[config.mk]
export PLATFORM = sky130hd
export DESIGN_NAME = table_driven_fsm_engine
export DESIGN_NICKNAME = d
export VERILOG_FILES = /design/src/design/fsme_pkg.sv /design/src/design/table_driven_fsm_engine.sv /design/src/design/fsme_edge_mem.sv
export SDC_FILE = /design/constraint.sdc
export NUM_CORES = 1
export LEC_CHECK = 0
export BUFFER_PORTS_ARGS = -buffer_cell sky130_fd_sc_hd__clkbuf_2
export CORE_ASPECT_RATIO = 1.75
export CORE_MARGIN = 10
export CORE_UTILIZATION = 55
export CTS_BUF_LIST = sky130_fd_sc_hd__clkbuf_8
export CTS_CLUSTER_DIAMETER = 100
export DETAILED_ROUTE_END_ITERATION = 16
export PLACE_DENSITY_LB_ADDON = 0.25
export RECOVER_POWER = 50
export SYNTH_ARGS = -nofsm -noshare
export SYNTH_HDL_FRONTEND = slang
export SYNTH_SLANG_ARGS = --single-unit
export TNS_END_PERCENT = 30
[constraint.sdc]
create_clock -name clk -period 2.8 [get_ports clk]
set_input_delay 0.14 -clock clk [delete_from_list [all_inputs] [get_ports clk]]
set_output_delay 0.14 -clock clk [all_outputs]
set_load 0.02 [all_outputs]
[src/design/fsme_pkg.sv]
// Shared codes and constants of the table-driven state machine engine.
`timescale 1ns / 1ps
`default_nettype none

package fsme_pkg;

  // Operation selector carried in the input tuser
  typedef enum logic [1:0] {
    FN_ADD   = 2'd0,
    FN_EVENT = 2'd1,
    FN_LIST  = 2'd2,
    FN_CLEAR = 2'd3
  } func_t;

  // Result status carried in the output tuser
  typedef enum logic [1:0] {
    STS_OK       = 2'd0,
    STS_NO_MATCH = 2'd1,
    STS_FULL     = 2'd2
  } status_t;

  // Configuration register indexes
  localparam int CFG_IDX_W  = 1;
  localparam int CFG_DATA_W = 64;

  typedef enum logic [CFG_IDX_W-1:0] {
    REG_INIT_STATE = 1'b0,
    REG_FINAL_MASK = 1'b1
  } reg_idx_t;

  // Fixed port field widths
  localparam int STATE_FIELD_W = 6;
  localparam int EVENT_FIELD_W = 8;
  localparam int IN_DATA_W     = 32;
  localparam int OUT_DATA_W    = 16;
  localparam int OUT_USER_W    = 3;

  // Sequencer states
  typedef enum logic [2:0] {
    SQ_IDLE = 3'b001,
    SQ_SCAN = 3'b010,
    SQ_FIN  = 3'b100
  } seq_state_t;

endpackage

`default_nettype wire

[src/design/table_driven_fsm_engine.sv]
// Top level of the table-driven state machine engine.
//
//  channel  | direction | handshake            | payload
//  ---------+-----------+----------------------+----------------------------------------
//  in_      | slave     | tvalid/tready        | tuser func, tdata edge and event fields
//  out_     | master    | tvalid/tready, tlast | tuser status/next_valid, tdata state
//  cfg_     | write     | cfg_we               | cfg_index, cfg_wdata (64 bits)
//
// Add and clear requests go straight from idle to the result state. Event and list
// requests scan the table: the sequencer reads the edge memory one entry a cycle,
// except while a list scan pauses, through its single registered read port, and
// then loads the result. An event request that hits ends its scan at the matching edge.
// Reset is synchronous and clears the edge count, present state and configuration registers.
// A stalled output holds its result; a list scan pauses while a listed event
// cannot be passed on.
`timescale 1ns / 1ps
`default_nettype none

module table_driven_fsm_engine #(
  parameter int TABLE_DEPTH = 32,
  parameter int STATE_BITS  = 6,
  parameter int EVENT_BITS  = 8
) (
  input  wire logic                             clk,
  input  wire logic                             rst_n,
  // request channel
  input  wire logic                             in_tvalid,
  output logic                                  in_tready,
  // [5:0] edge_from, [13:6] edge_event, [19:14] edge_next, [27:20] event_id
  input  wire logic [fsme_pkg::IN_DATA_W-1:0]   in_tdata,
  // [1:0] func
  input  wire logic [1:0]                       in_tuser,
  // result channel
  output logic                                  out_tvalid,
  input  wire logic                             out_tready,
  // [5:0] state_out, [6] in_final, [7] init_is_final, [15:8] next_event
  output logic      [fsme_pkg::OUT_DATA_W-1:0]  out_tdata,
  // [1:0] status, [2] next_valid
  output logic      [fsme_pkg::OUT_USER_W-1:0]  out_tuser,
  output logic                                  out_tlast,
  // configuration
  input  wire logic                             cfg_we,
  input  wire logic [fsme_pkg::CFG_IDX_W-1:0]   cfg_index,
  input  wire logic [fsme_pkg::CFG_DATA_W-1:0]  cfg_wdata
);

  import fsme_pkg::*;

  localparam int SB    = STATE_BITS;
  localparam int EB    = EVENT_BITS;
  localparam int ENT_W = 2 * SB + EB;
  localparam int AW    = (TABLE_DEPTH > 1) ? $clog2(TABLE_DEPTH) : 1;
  localparam int CW    = $clog2(TABLE_DEPTH + 1);

  // Registers
  seq_state_t             sq_r, sq_nxt;
  logic [STATE_FIELD_W-1:0] init_r;
  logic [63:0]            mask_r;
  logic [SB-1:0]          ps_r, ps_nxt;
  logic [CW-1:0]          cnt_r, cnt_nxt;
  logic [CW-1:0]          addr_r, addr_nxt;
  logic                   rdv_r, rdv_nxt;
  logic                   list_r, list_nxt;
  logic [EB-1:0]          eid_r, eid_nxt;
  logic                   pend_v_r, pend_v_nxt;
  logic [EB-1:0]          pend_r, pend_nxt;
  status_t                fin_sts_r, fin_sts_nxt;
  logic [EB-1:0]          fin_evt_r, fin_evt_nxt;
  logic                   fin_nv_r, fin_nv_nxt;

  logic                   out_valid_r, out_valid_nxt;
  status_t                out_sts_r, out_sts_nxt;
  logic [STATE_FIELD_W-1:0] out_state_r, out_state_nxt;
  logic                   out_fin_r, out_fin_nxt;
  logic                   out_ifin_r, out_ifin_nxt;
  logic [EVENT_FIELD_W-1:0] out_evt_r, out_evt_nxt;
  logic                   out_nv_r, out_nv_nxt;
  logic                   out_last_r, out_last_nxt;

  // Memory port signals
  logic                   wr_en;
  logic [AW-1:0]          wr_addr;
  logic [ENT_W-1:0]       wr_data;
  logic                   rd_en;
  logic [ENT_W-1:0]       rd_data;

  // Request fields, cut or extended to the configured widths
  func_t                  in_func;
  logic [SB-1:0]          in_from;
  logic [SB-1:0]          in_next;
  logic [15:0]            in_evt_ext;
  logic [15:0]            in_eid_ext;
  logic [EB-1:0]          in_evt;
  logic [EB-1:0]          in_eid;

  assign in_func    = func_t'(in_tuser);
  assign in_from    = in_tdata[SB-1:0];
  assign in_next    = in_tdata[14 +: SB];
  assign in_evt_ext = {8'b0, in_tdata[13:6]};
  assign in_eid_ext = {8'b0, in_tdata[27:20]};
  assign in_evt     = in_evt_ext[EB-1:0];
  assign in_eid     = in_eid_ext[EB-1:0];

  // Entry fields of the word read back
  logic [SB-1:0]          ent_src;
  logic [EB-1:0]          ent_evt;
  logic [SB-1:0]          ent_dst;

  assign ent_src = rd_data[ENT_W-1 -: SB];
  assign ent_evt = rd_data[SB +: EB];
  assign ent_dst = rd_data[SB-1:0];

  logic                   out_free;
  logic                   src_hit;
  logic                   evt_hit;
  logic [STATE_FIELD_W-1:0] ps_field;
  logic [STATE_FIELD_W-1:0] init_field;
  logic [15:0]            pend_ext;
  logic [15:0]            fin_ext;

  assign in_tready  = (sq_r == SQ_IDLE);
  assign out_free   = !out_valid_r || out_tready;
  assign src_hit    = rdv_r && (ent_src == ps_r);
  assign evt_hit    = src_hit && (ent_evt == eid_r);
  assign ps_field   = STATE_FIELD_W'(ps_r);
  assign init_field = STATE_FIELD_W'(init_r[SB-1:0]);
  assign pend_ext   = 16'(pend_r);
  assign fin_ext    = 16'(fin_evt_r);

  fsme_edge_mem #(
    .WIDTH (ENT_W),
    .DEPTH (TABLE_DEPTH),
    .AW    (AW)
  ) u_mem (
    .clk     (clk),
    .wr_en   (wr_en),
    .wr_addr (wr_addr),
    .wr_data (wr_data),
    .rd_en   (rd_en),
    .rd_addr (addr_r[AW-1:0]),
    .rd_data (rd_data)
  );

  // Sequence requests, scan the table and load results
  always_comb begin
    sq_nxt        = sq_r;
    ps_nxt        = ps_r;
    cnt_nxt       = cnt_r;
    addr_nxt      = addr_r;
    rdv_nxt       = rdv_r;
    list_nxt      = list_r;
    eid_nxt       = eid_r;
    pend_v_nxt    = pend_v_r;
    pend_nxt      = pend_r;
    fin_sts_nxt   = fin_sts_r;
    fin_evt_nxt   = fin_evt_r;
    fin_nv_nxt    = fin_nv_r;
    wr_en         = 1'b0;
    wr_addr       = cnt_r[AW-1:0];
    wr_data       = {in_from, in_evt, in_next};
    rd_en         = 1'b0;

    out_valid_nxt = out_valid_r && !out_tready;
    out_sts_nxt   = out_sts_r;
    out_state_nxt = out_state_r;
    out_fin_nxt   = out_fin_r;
    out_ifin_nxt  = out_ifin_r;
    out_evt_nxt   = out_evt_r;
    out_nv_nxt    = out_nv_r;
    out_last_nxt  = out_last_r;

    case (sq_r)
      SQ_IDLE: begin
        if (in_tvalid) begin
          fin_sts_nxt = STS_OK;
          fin_evt_nxt = '0;
          fin_nv_nxt  = 1'b0;
          case (in_func)
            FN_ADD: begin
              sq_nxt = SQ_FIN;
              if (cnt_r < CW'(TABLE_DEPTH)) begin
                wr_en   = 1'b1;
                cnt_nxt = cnt_r + 1'b1;
              end else begin
                fin_sts_nxt = STS_FULL;
              end
            end
            FN_CLEAR: begin
              sq_nxt  = SQ_FIN;
              cnt_nxt = '0;
              ps_nxt  = init_r[SB-1:0];
            end
            default: begin
              // event or list: start a scan from the oldest edge
              sq_nxt     = SQ_SCAN;
              list_nxt   = (in_func == FN_LIST);
              eid_nxt    = in_eid;
              addr_nxt   = '0;
              rdv_nxt    = 1'b0;
              pend_v_nxt = 1'b0;
            end
          endcase
        end
      end

      SQ_SCAN: begin
        if (!list_r && evt_hit) begin
          // first matching edge: take it and stop
          ps_nxt      = ent_dst;
          fin_sts_nxt = STS_OK;
          fin_evt_nxt = '0;
          fin_nv_nxt  = 1'b0;
          rdv_nxt     = 1'b0;
          sq_nxt      = SQ_FIN;
        end else if (list_r && src_hit && pend_v_r && !out_free) begin
          // hold the scan until the older listed event can go out
        end else if (!rdv_r && (addr_r == cnt_r)) begin
          // every entry checked: load the closing result
          sq_nxt = SQ_FIN;
          if (list_r) begin
            fin_sts_nxt = STS_OK;
            fin_evt_nxt = pend_v_r ? pend_r : '0;
            fin_nv_nxt  = pend_v_r;
          end else begin
            fin_sts_nxt = STS_NO_MATCH;
            fin_evt_nxt = '0;
            fin_nv_nxt  = 1'b0;
          end
        end else begin
          // pass on the older listed event and keep the new one back
          if (list_r && src_hit) begin
            if (pend_v_r) begin
              out_valid_nxt = 1'b1;
              out_sts_nxt   = STS_OK;
              out_state_nxt = ps_field;
              out_fin_nxt   = mask_r[ps_field];
              out_ifin_nxt  = mask_r[init_field];
              out_evt_nxt   = pend_ext[EVENT_FIELD_W-1:0];
              out_nv_nxt    = 1'b1;
              out_last_nxt  = 1'b0;
            end
            pend_nxt   = ent_evt;
            pend_v_nxt = 1'b1;
          end
          // advance the read address
          if (addr_r != cnt_r) begin
            rd_en    = 1'b1;
            addr_nxt = addr_r + 1'b1;
            rdv_nxt  = 1'b1;
          end else begin
            rdv_nxt  = 1'b0;
          end
        end
      end

      SQ_FIN: begin
        if (out_free) begin
          out_valid_nxt = 1'b1;
          out_sts_nxt   = fin_sts_r;
          out_state_nxt = ps_field;
          out_fin_nxt   = mask_r[ps_field];
          out_ifin_nxt  = mask_r[init_field];
          out_evt_nxt   = fin_ext[EVENT_FIELD_W-1:0];
          out_nv_nxt    = fin_nv_r;
          out_last_nxt  = 1'b1;
          sq_nxt        = SQ_IDLE;
        end
      end

      default: begin
        sq_nxt = SQ_IDLE;
      end
    endcase
  end

  // Control state
  always_ff @(posedge clk) begin
    if (!rst_n) begin
      sq_r        <= SQ_IDLE;
      ps_r        <= '0;
      cnt_r       <= '0;
      addr_r      <= '0;
      rdv_r       <= 1'b0;
      pend_v_r    <= 1'b0;
      out_valid_r <= 1'b0;
    end else begin
      sq_r        <= sq_nxt;
      ps_r        <= ps_nxt;
      cnt_r       <= cnt_nxt;
      addr_r      <= addr_nxt;
      rdv_r       <= rdv_nxt;
      pend_v_r    <= pend_v_nxt;
      out_valid_r <= out_valid_nxt;
    end
  end

  // Payload registers
  always_ff @(posedge clk) begin
    list_r      <= list_nxt;
    eid_r       <= eid_nxt;
    pend_r      <= pend_nxt;
    fin_sts_r   <= fin_sts_nxt;
    fin_evt_r   <= fin_evt_nxt;
    fin_nv_r    <= fin_nv_nxt;
    out_sts_r   <= out_sts_nxt;
    out_state_r <= out_state_nxt;
    out_fin_r   <= out_fin_nxt;
    out_ifin_r  <= out_ifin_nxt;
    out_evt_r   <= out_evt_nxt;
    out_nv_r    <= out_nv_nxt;
    out_last_r  <= out_last_nxt;
  end

  // Write configuration registers
  always_ff @(posedge clk) begin
    if (!rst_n) begin
      init_r <= '0;
      mask_r <= '0;
    end else if (cfg_we) begin
      case (reg_idx_t'(cfg_index))
        REG_INIT_STATE: init_r <= cfg_wdata[STATE_FIELD_W-1:0];
        REG_FINAL_MASK: mask_r <= cfg_wdata;
        default: begin
        end
      endcase
    end
  end

  // Drive the result channel
  assign out_tvalid = out_valid_r;
  assign out_tdata  = {out_evt_r, out_ifin_r, out_fin_r, out_state_r};
  assign out_tuser  = {out_nv_r, out_sts_r};
  assign out_tlast  = out_last_r;

endmodule

`default_nettype wire

[src/design/fsme_edge_mem.sv]
// Edge table memory: one write port, one registered read port.
`timescale 1ns / 1ps
`default_nettype none

module fsme_edge_mem #(
  parameter int WIDTH = 20,
  parameter int DEPTH = 32,
  parameter int AW    = 5
) (
  input  wire logic             clk,
  input  wire logic             wr_en,
  input  wire logic [AW-1:0]    wr_addr,
  input  wire logic [WIDTH-1:0] wr_data,
  input  wire logic             rd_en,
  input  wire logic [AW-1:0]    rd_addr,
  output logic      [WIDTH-1:0] rd_data
);

  logic [WIDTH-1:0] mem [DEPTH];

  // Write an appended edge
  always_ff @(posedge clk) begin
    if (wr_en) begin
      mem[wr_addr] <= wr_data;
    end
  end

  // Registered read; hold data when no read is issued
  always_ff @(posedge clk) begin
    if (rd_en) begin
      rd_data <= mem[rd_addr];
    end
  end

endmodule

`default_nettype wire
==> qor.yml, run 1 <==
finalHoldViolCount: 0
intPower_mw: 17.1
ys_seq_area_frac: 0.733
grt_pass1_wl_um: 110000
yosys-top-cells-area: "edfxtp_1 (67%), mux4_2 (17%), dfxtp_1 (6.0%), nand2_1 (1.8%), a21oi_1 (1.2%)"
synth_most_common_cell: "edfxtp_1"
tightest_slew_ps: 1630
ys_types: 43
avgSynthCellArea_um2: 19.7
synth_common_cells: "edfxtp_1 (708), mux4_2 (236), nand2_1 (153), dfxtp_1 (94), a21oi_1 (77)"
die_area_mm2: 0.0677
yosysWarnings: 0
pwr_density_cell_mw_per_mm2: 595
failed_checks: "capacitance limit, slew limit"
setup_viol: 0
yosysTopAreaCellShare: 0.674
vias: 16400
p_switching_mw: 4.62
worst_ep_required_time_ps: 3150
min_period_over_period: 0.915
fmax_ghz: 0.390
syn-num-nets: 1717
status: "finished with violations"
synth-seq-cells: 802
clock_sinks: 802
slew_headroom: -0.0893
holdCritPathClass: "primary input to register"
firstDrtPassIters: 6
path_clk_slew_ps: 70
num-fill-cells: 3866
root_buffer: "clkbuf_8"
ir_worst_vdd_v: 0.000366
syn2layout_area_growth_pct: 15.6
die_w_um: 201
cts_resized: 0
gp_congestion: 0.866
drc: 0
arrival_ps: 2910
grt_setup_unrepaired: "false"
drtIter0Drc: 1300
coreArea_mm2: 0.0570
tns_ps: 0
drt-wirelength-per-cell_um: 26.3
seq_power_share: 0.608
ant_nets: 0
netlist_area_mm2: 0.0316
finalMaxSlewViolations: 78
clkPwrFrac: 0.357
rows: 116
end_kind: "register"
path_class: "register to register"
cts_tree: "done"
cts_hold_buffers: 79
grt_overflow: 0
grt_pass1_vias: 17600
cts_max_path_buffers: 3
synth_top_cell_by_area: "edfxtp_1"
grt_max_degree: 97
cts_setup_buffers: 0
start_util: 0.553
whs_ps: 154
die_h_um: 337
swShare: 0.213
io_buffers: 121
synthArstFlopShare: 0
fin_skew_ps: 32.7
multi_input_area_mm2: 0.00805
period_minus_slack_ps: 2560
grtUsageTotal: 0.219
synth_edf_count: 708
cts_htree_levels: 3
antenna_found_initial: 3
leakagePower_nw: 11.7
cts_made_buffers: 107
path_max_fanout: 12
drive_above_1_share: 0.300
drv_cap: 1
synthCells: 1605
area.sequential_mm2: 0.0232
nets: 2040
synthFlopType: "edfxtp_1"
io_pins: 126
pwr-share-comb: 0.035
dp_hpwl_um: 46900
vias_per_cell: 5.90
startpoint_type: "register"
clk_latency_ps: 700
wl_um: 73200
per-layer routing:
| metal | wire length (µm) | GRT usage | up-vias |
|---|---|---|---|
| met5 | 16 | 0 | - |
| met4 | 3380 | 0.112 | 2 |
| met3 | 4640 | 0.0397 | 165 |
| met2 | 39600 | 0.394 | 660 |
| met1 | 25600 | 0.246 | 8453 |
| li1 | - | - | 7132 |
path summary, 6_finish.rpt:
check / start / to / slack [ps] / depth (start not counted)
setup / recovery: sq_r[0] / u_mem.mem[27][6] / 240 / 7
hold / removal: cfg_we / init_field[1] / 150 / 4
setup reg to reg: sq_r[0] / u_mem.mem[27][6] / 240 / 7
hold reg to reg: u_mem.rd_data[10] / pend_r[4] / 470 / 0
power by group through the flow:
stage	combinational (mW)	sequential, mW	clock, mW
6_report	0.764	13.2	7.74
3_5_place_dp	0.677	13.4	0
3_3_place_gp	0.652	13.4	0
2_1_floorplan	0.347	13.4	0
4_1_cts	0.770	13.2	7.92
5_1_grt	0.829	13.2	8.45
through the flow:
step	instances	worst slack (ps)	power [mW]	utilization	cell area, µm²
floorplan	1605	135	13.8	-	31600
global placement	2507	254	14.1	0.594	33900
detailed placement	2507	251	14.1	0.594	33900
CTS	2782	227	21.9	0.641	36600
global route	2783	51.9	22.5	0.639	36500
finish	2784	239	21.7	0.639	36500
area by class of cell:
type                    instances  share of cell area
diodes                          2            0.000137
multi-input cells             700               0.221
flip-flops and latches        802               0.635
well taps                     767              0.0263
inverters                       9            0.000926
clock inverters                86             0.00971
repair buffers                308              0.0659
clock buffers                 110              0.0415
sequential cells by signal, indices dropped and copies added (netlist names), 8 cells and up:
name           count
u_mem.mem        640
mask_r            64
u_mem.rd_data     20
eid_r              8
fin_evt_r          8
out_evt_r          8
pend_r             8
layout by cell type (no fill, tap or decap), types with 17 or more instances in the layout:
cell type,n
nor2_2,33
mux4_2,236
mux2_2,28
buf_12,22
clkinv_1,26
dfxtp_1,90
nor2_1,26
mux2i_1,17
clkbuf_1,54
edfxtp_1,708
buf_4,80
inv_1,57
xor2_1,18
nand2_1,152
clkbuf_8,110
a21oi_1,77
dlygate4sd3_1,79
clkbuf_2,72
cell families (layout without fill, tap and decap cells):
kind of cell	Yosys count	count (layout)	synth area share
AOI/OAI and AO/OA	112	112	0.0207
xor gates and xnor gates	26	26	0.00722
adders and majority gates	8	8	0.00317
buffers and inverters	103	513	0.0142
DFF	802	802	0.733
muxes	281	281	0.184
other	0	2	0
and+or+nand+nor	273	273	0.0374
critical path, stage by stage, from the launching register on:
cell	delay, ps
dfxtp_1	380
nor2b_1	230
nand2_1	130
nor2_1	230
and3_1	300
nand2_1	350
nor2_2	230
buf_4	330
Power figures use the tool's default switching activity.
==> inputs of run 2 (changes only) <==
SYNTH_HIERARCHICAL = 1   (was not set)
==> run 2 against run 1 <==
Net effect: the flow still finishes with violations (capacitance limit, slew limit); clock-buffer cell count up 1; highest routed layer is now met4; sequential share of layout area decreased by 1.2 points; first-iteration DRC count down 11%.
==> qor.yml, run 2 <==
status: "finished with violations"
failed_checks: "capacitance limit, slew limit"
r2r_slack_ps: 160  # -80 ps
netlist_area_mm2: 0.0325  # +3.1%
finalPower_mw: 21.8  # +0.71%
arrival_ps: 3030  # +120 ps
tightest_slew_ps: 1700  # +64.8 ps
use_met1: 0.239  # -0.00661
min_period_over_period: 0.945  # +0.0300
ys_types: 56  # +30%
firstDrtPassIters: 6  # unchanged
finalHoldViolCount: 0  # unchanged
dpl_cell_area_mm2: 0.0346  # +2.1%
holdCritPathClass: "primary input to register"
regMostFlops: "u_mem/mem"
synth-seq-cells: 802  # unchanged
grt_max_degree: 61  # -37%
fmax_ghz: 0.378  # -3.2%
synth_common_cells: "edfxtp_1 (708), mux2i_1 (330), nand2_1 (189), dfxtp_1 (94), a22oi_1 (86)"
period_minus_slack_ps: 2640  # +84.0 ps
pwr-share-comb: 0.037  # +0.002
avgSynthCellArea_um2: 16.0  # -19%
drt-wirelength-per-cell_um: 23.8  # -9.4%
grtUsageTotal: 0.217  # -0.00186
busiest_layer: "met2"
yosysWarnings: 6  # +6
post-place-ws_ps: 225  # -25.8 ps
drive_above_1_share: 0.161  # -0.139
io_buffers: 121  # unchanged
synth_edf_count: 708  # unchanged
cts_max_path_buffers: 3  # unchanged
syn-num-nets: 2143  # +25%
clock_sinks: 802  # unchanged
gp_congestion: 0.889  # +2.6%
coreArea_mm2: 0.0584  # +2.4%
cpPeakStageDelay_ps: 650  # +270 ps
path_max_fanout: 11  # -1
clk_latency_ps: 710  # about the same
leakagePower_nw: 11.8  # +1.1%
largest_register_ffs: 640  # unchanged
grt_overflow: 0  # unchanged
setup_viol: 0  # unchanged
grt_pass1_vias: 19500  # +10%
drc: 0  # unchanged
final_common_cell: "edfxtp_1"
synthCells: 2034  # +27%
yosysTopAreaCellShare: 0.653  # -0.0203
wl_um: 75800  # +3.4%
yosys-top-cells-area: "edfxtp_1 (65%), mux2i_1 (10%), dfxtp_1 (5.8%), mux4_2 (2.4%), nand2_1 (2.2%)"
p_switching_mw: 4.67  # +1.0%
final_area_mm2: 0.0372  # +1.9%
vias_per_cell: 5.85  # -0.72%
synth_most_common_cell: "edfxtp_1"
start_util: 0.557  # +0.00378
vias: 18600  # +13%
grt_setup_unrepaired: "false"
fin_ws_ps: 155  # -84.0 ps
swShare: 0.214  # +0.000683
fin_skew_ps: 21.8  # -10.9 ps
ant_nets: 0  # unchanged
clkPwrFrac: 0.360  # +0.003
slew_headroom: -0.133  # -0.0432
cts_htree_levels: 3  # unchanged
cts_resized: 0  # unchanged
path_clk_slew_ps: 60  # about the same
startpoint_type: "register"
cts_made_buffers: 107  # unchanged
finish.utilization: 0.636  # -0.00309
finalMaxSlewViolations: 573  # +630%
worst_ep_required_time_ps: 3180  # +30 ps
synthFlopType: "edfxtp_1"
die_area_mm2: 0.0697  # +2.9%
nets: 2428  # +19%
ir_worst_vdd_v: 0.000364  # -0.47%
dp_hpwl_um: 49200  # +4.9%
seq_power_share: 0.604  # -0.004
drtIter0Drc: 1152  # -11%
syn2layout_area_growth_pct: 14.2
path_cells: "nand2_1 -> or3_1 -> nor2_1 -> or3b_2 -> nor2_2 -> buf_4"
io_pins: 126  # unchanged
synth_top_cell_by_area: "edfxtp_1"
synthArstFlopShare: 0  # unchanged
grtUsageMet3: 0.0354  # -0.00430
die_w_um: 204  # +1.4%
drv_cap: 17  # +16
met2_usage: 0.400  # +0.00560
path_class: "register to register"
intPower_mw: 17.2  # +0.63%
cts_tree: "done"
ys_seq_area_frac: 0.711  # -0.0221
pwr_density_cell_mw_per_mm2: 588  # -1.2%
critPathSlowestCell: "or3b_2"
die_h_um: 342  # +1.4%
end_kind: "register"
rows: 117  # +0.86%
antenna_found_initial: 1  # -2
final_cell_mix: "edfxtp_1 (708), mux2i_1 (330), nand2_1 (188)"
reg.largest.list: "u_mem/mem (640), mask_r (64), u_mem/rd_data (20)"
root_buffer: "clkbuf_8"
grt_pass1_wl_um: 115000  # +4.5%
## run 2: metal layers
layer	share of wire	up-vias
met5	0	-
met3	0.052	175
met1	0.36	9334
met4	0.039	0
met2	0.54	628
li1	-	8468
## run 2: through the flow
stage | TNS [ps] | hold slack [ps] | std cells
after CTS | 0 | 32.7 | 3178
final | 0 | 84.0 | 3179
after global routing | 0 | 93.9 | 3179
after global placement | 0 | 324 | 2907
after detailed placement | 0 | 321 | 2907
after floorplan | -30140 | 239 | 2034
## run 2: logic make-up (layout without fill, tap and decap cells)
group	count (synthesis)	in the layout	share of synthesized area
DFF	802	802	0.711
and+or+nand+nor	407	407	0.0575
muxes	378	378	0.133
AOI/OAI and AO/OA	290	290	0.0640
buffers and inverters	129	500	0.0263
xor gates and xnor gates	23	23	0.00619
adders and majority gates	5	5	0.00192
other	0	1	0
## run 2: repair_timing
| action | 4_1_cts | 5_1_grt |
|---|---|---|
| setup buffers | 0 | 0 |
| hold buffers | 76 | 0 |
| endpoints found under the setup margin | 0 | 0 |
| hold endpoints to repair | 83 | 0 |
## run 2: final cells by class
class / instances / area, µm²
repair buffers: 299 / 2490
well taps: 773 / 967
diodes: 1 / 2.50
multi-input cells: 1103 / 8640
inverters: 6 / 22.5
fillers: 4139 / 21200
flip-flops and latches: 802 / 23100
clock buffers: 111 / 1530
clock inverters: 84 / 368
## run 2: power groups by stage
stage,Sequential (mW),Combinational [mW],Clock (mW)
6_report,13.2,0.800,7.86
3_5_place_dp,13.4,0.723,0
2_1_floorplan,13.4,0.359,0
3_3_place_gp,13.4,0.695,0
4_1_cts,13.2,0.812,8.04
5_1_grt,13.2,0.877,8.52
## run 2: worst max-delay path: cells and delay by family, from the launching register on
family,cells,cell delay [ps]
simple gates,5,1710
buf+inv,1,240
flops,1,370
## run 2: path summary, 6_finish.rpt
path	end	start	cells past startpoint
max	u_mem/mem[12][1]	sq_r[0]	6
max reg2reg	u_mem/mem[12][1]	sq_r[0]	6
min	init_field[5]	cfg_we	4
min reg2reg	pend_r[5]	u_mem/rd_data[11]	0
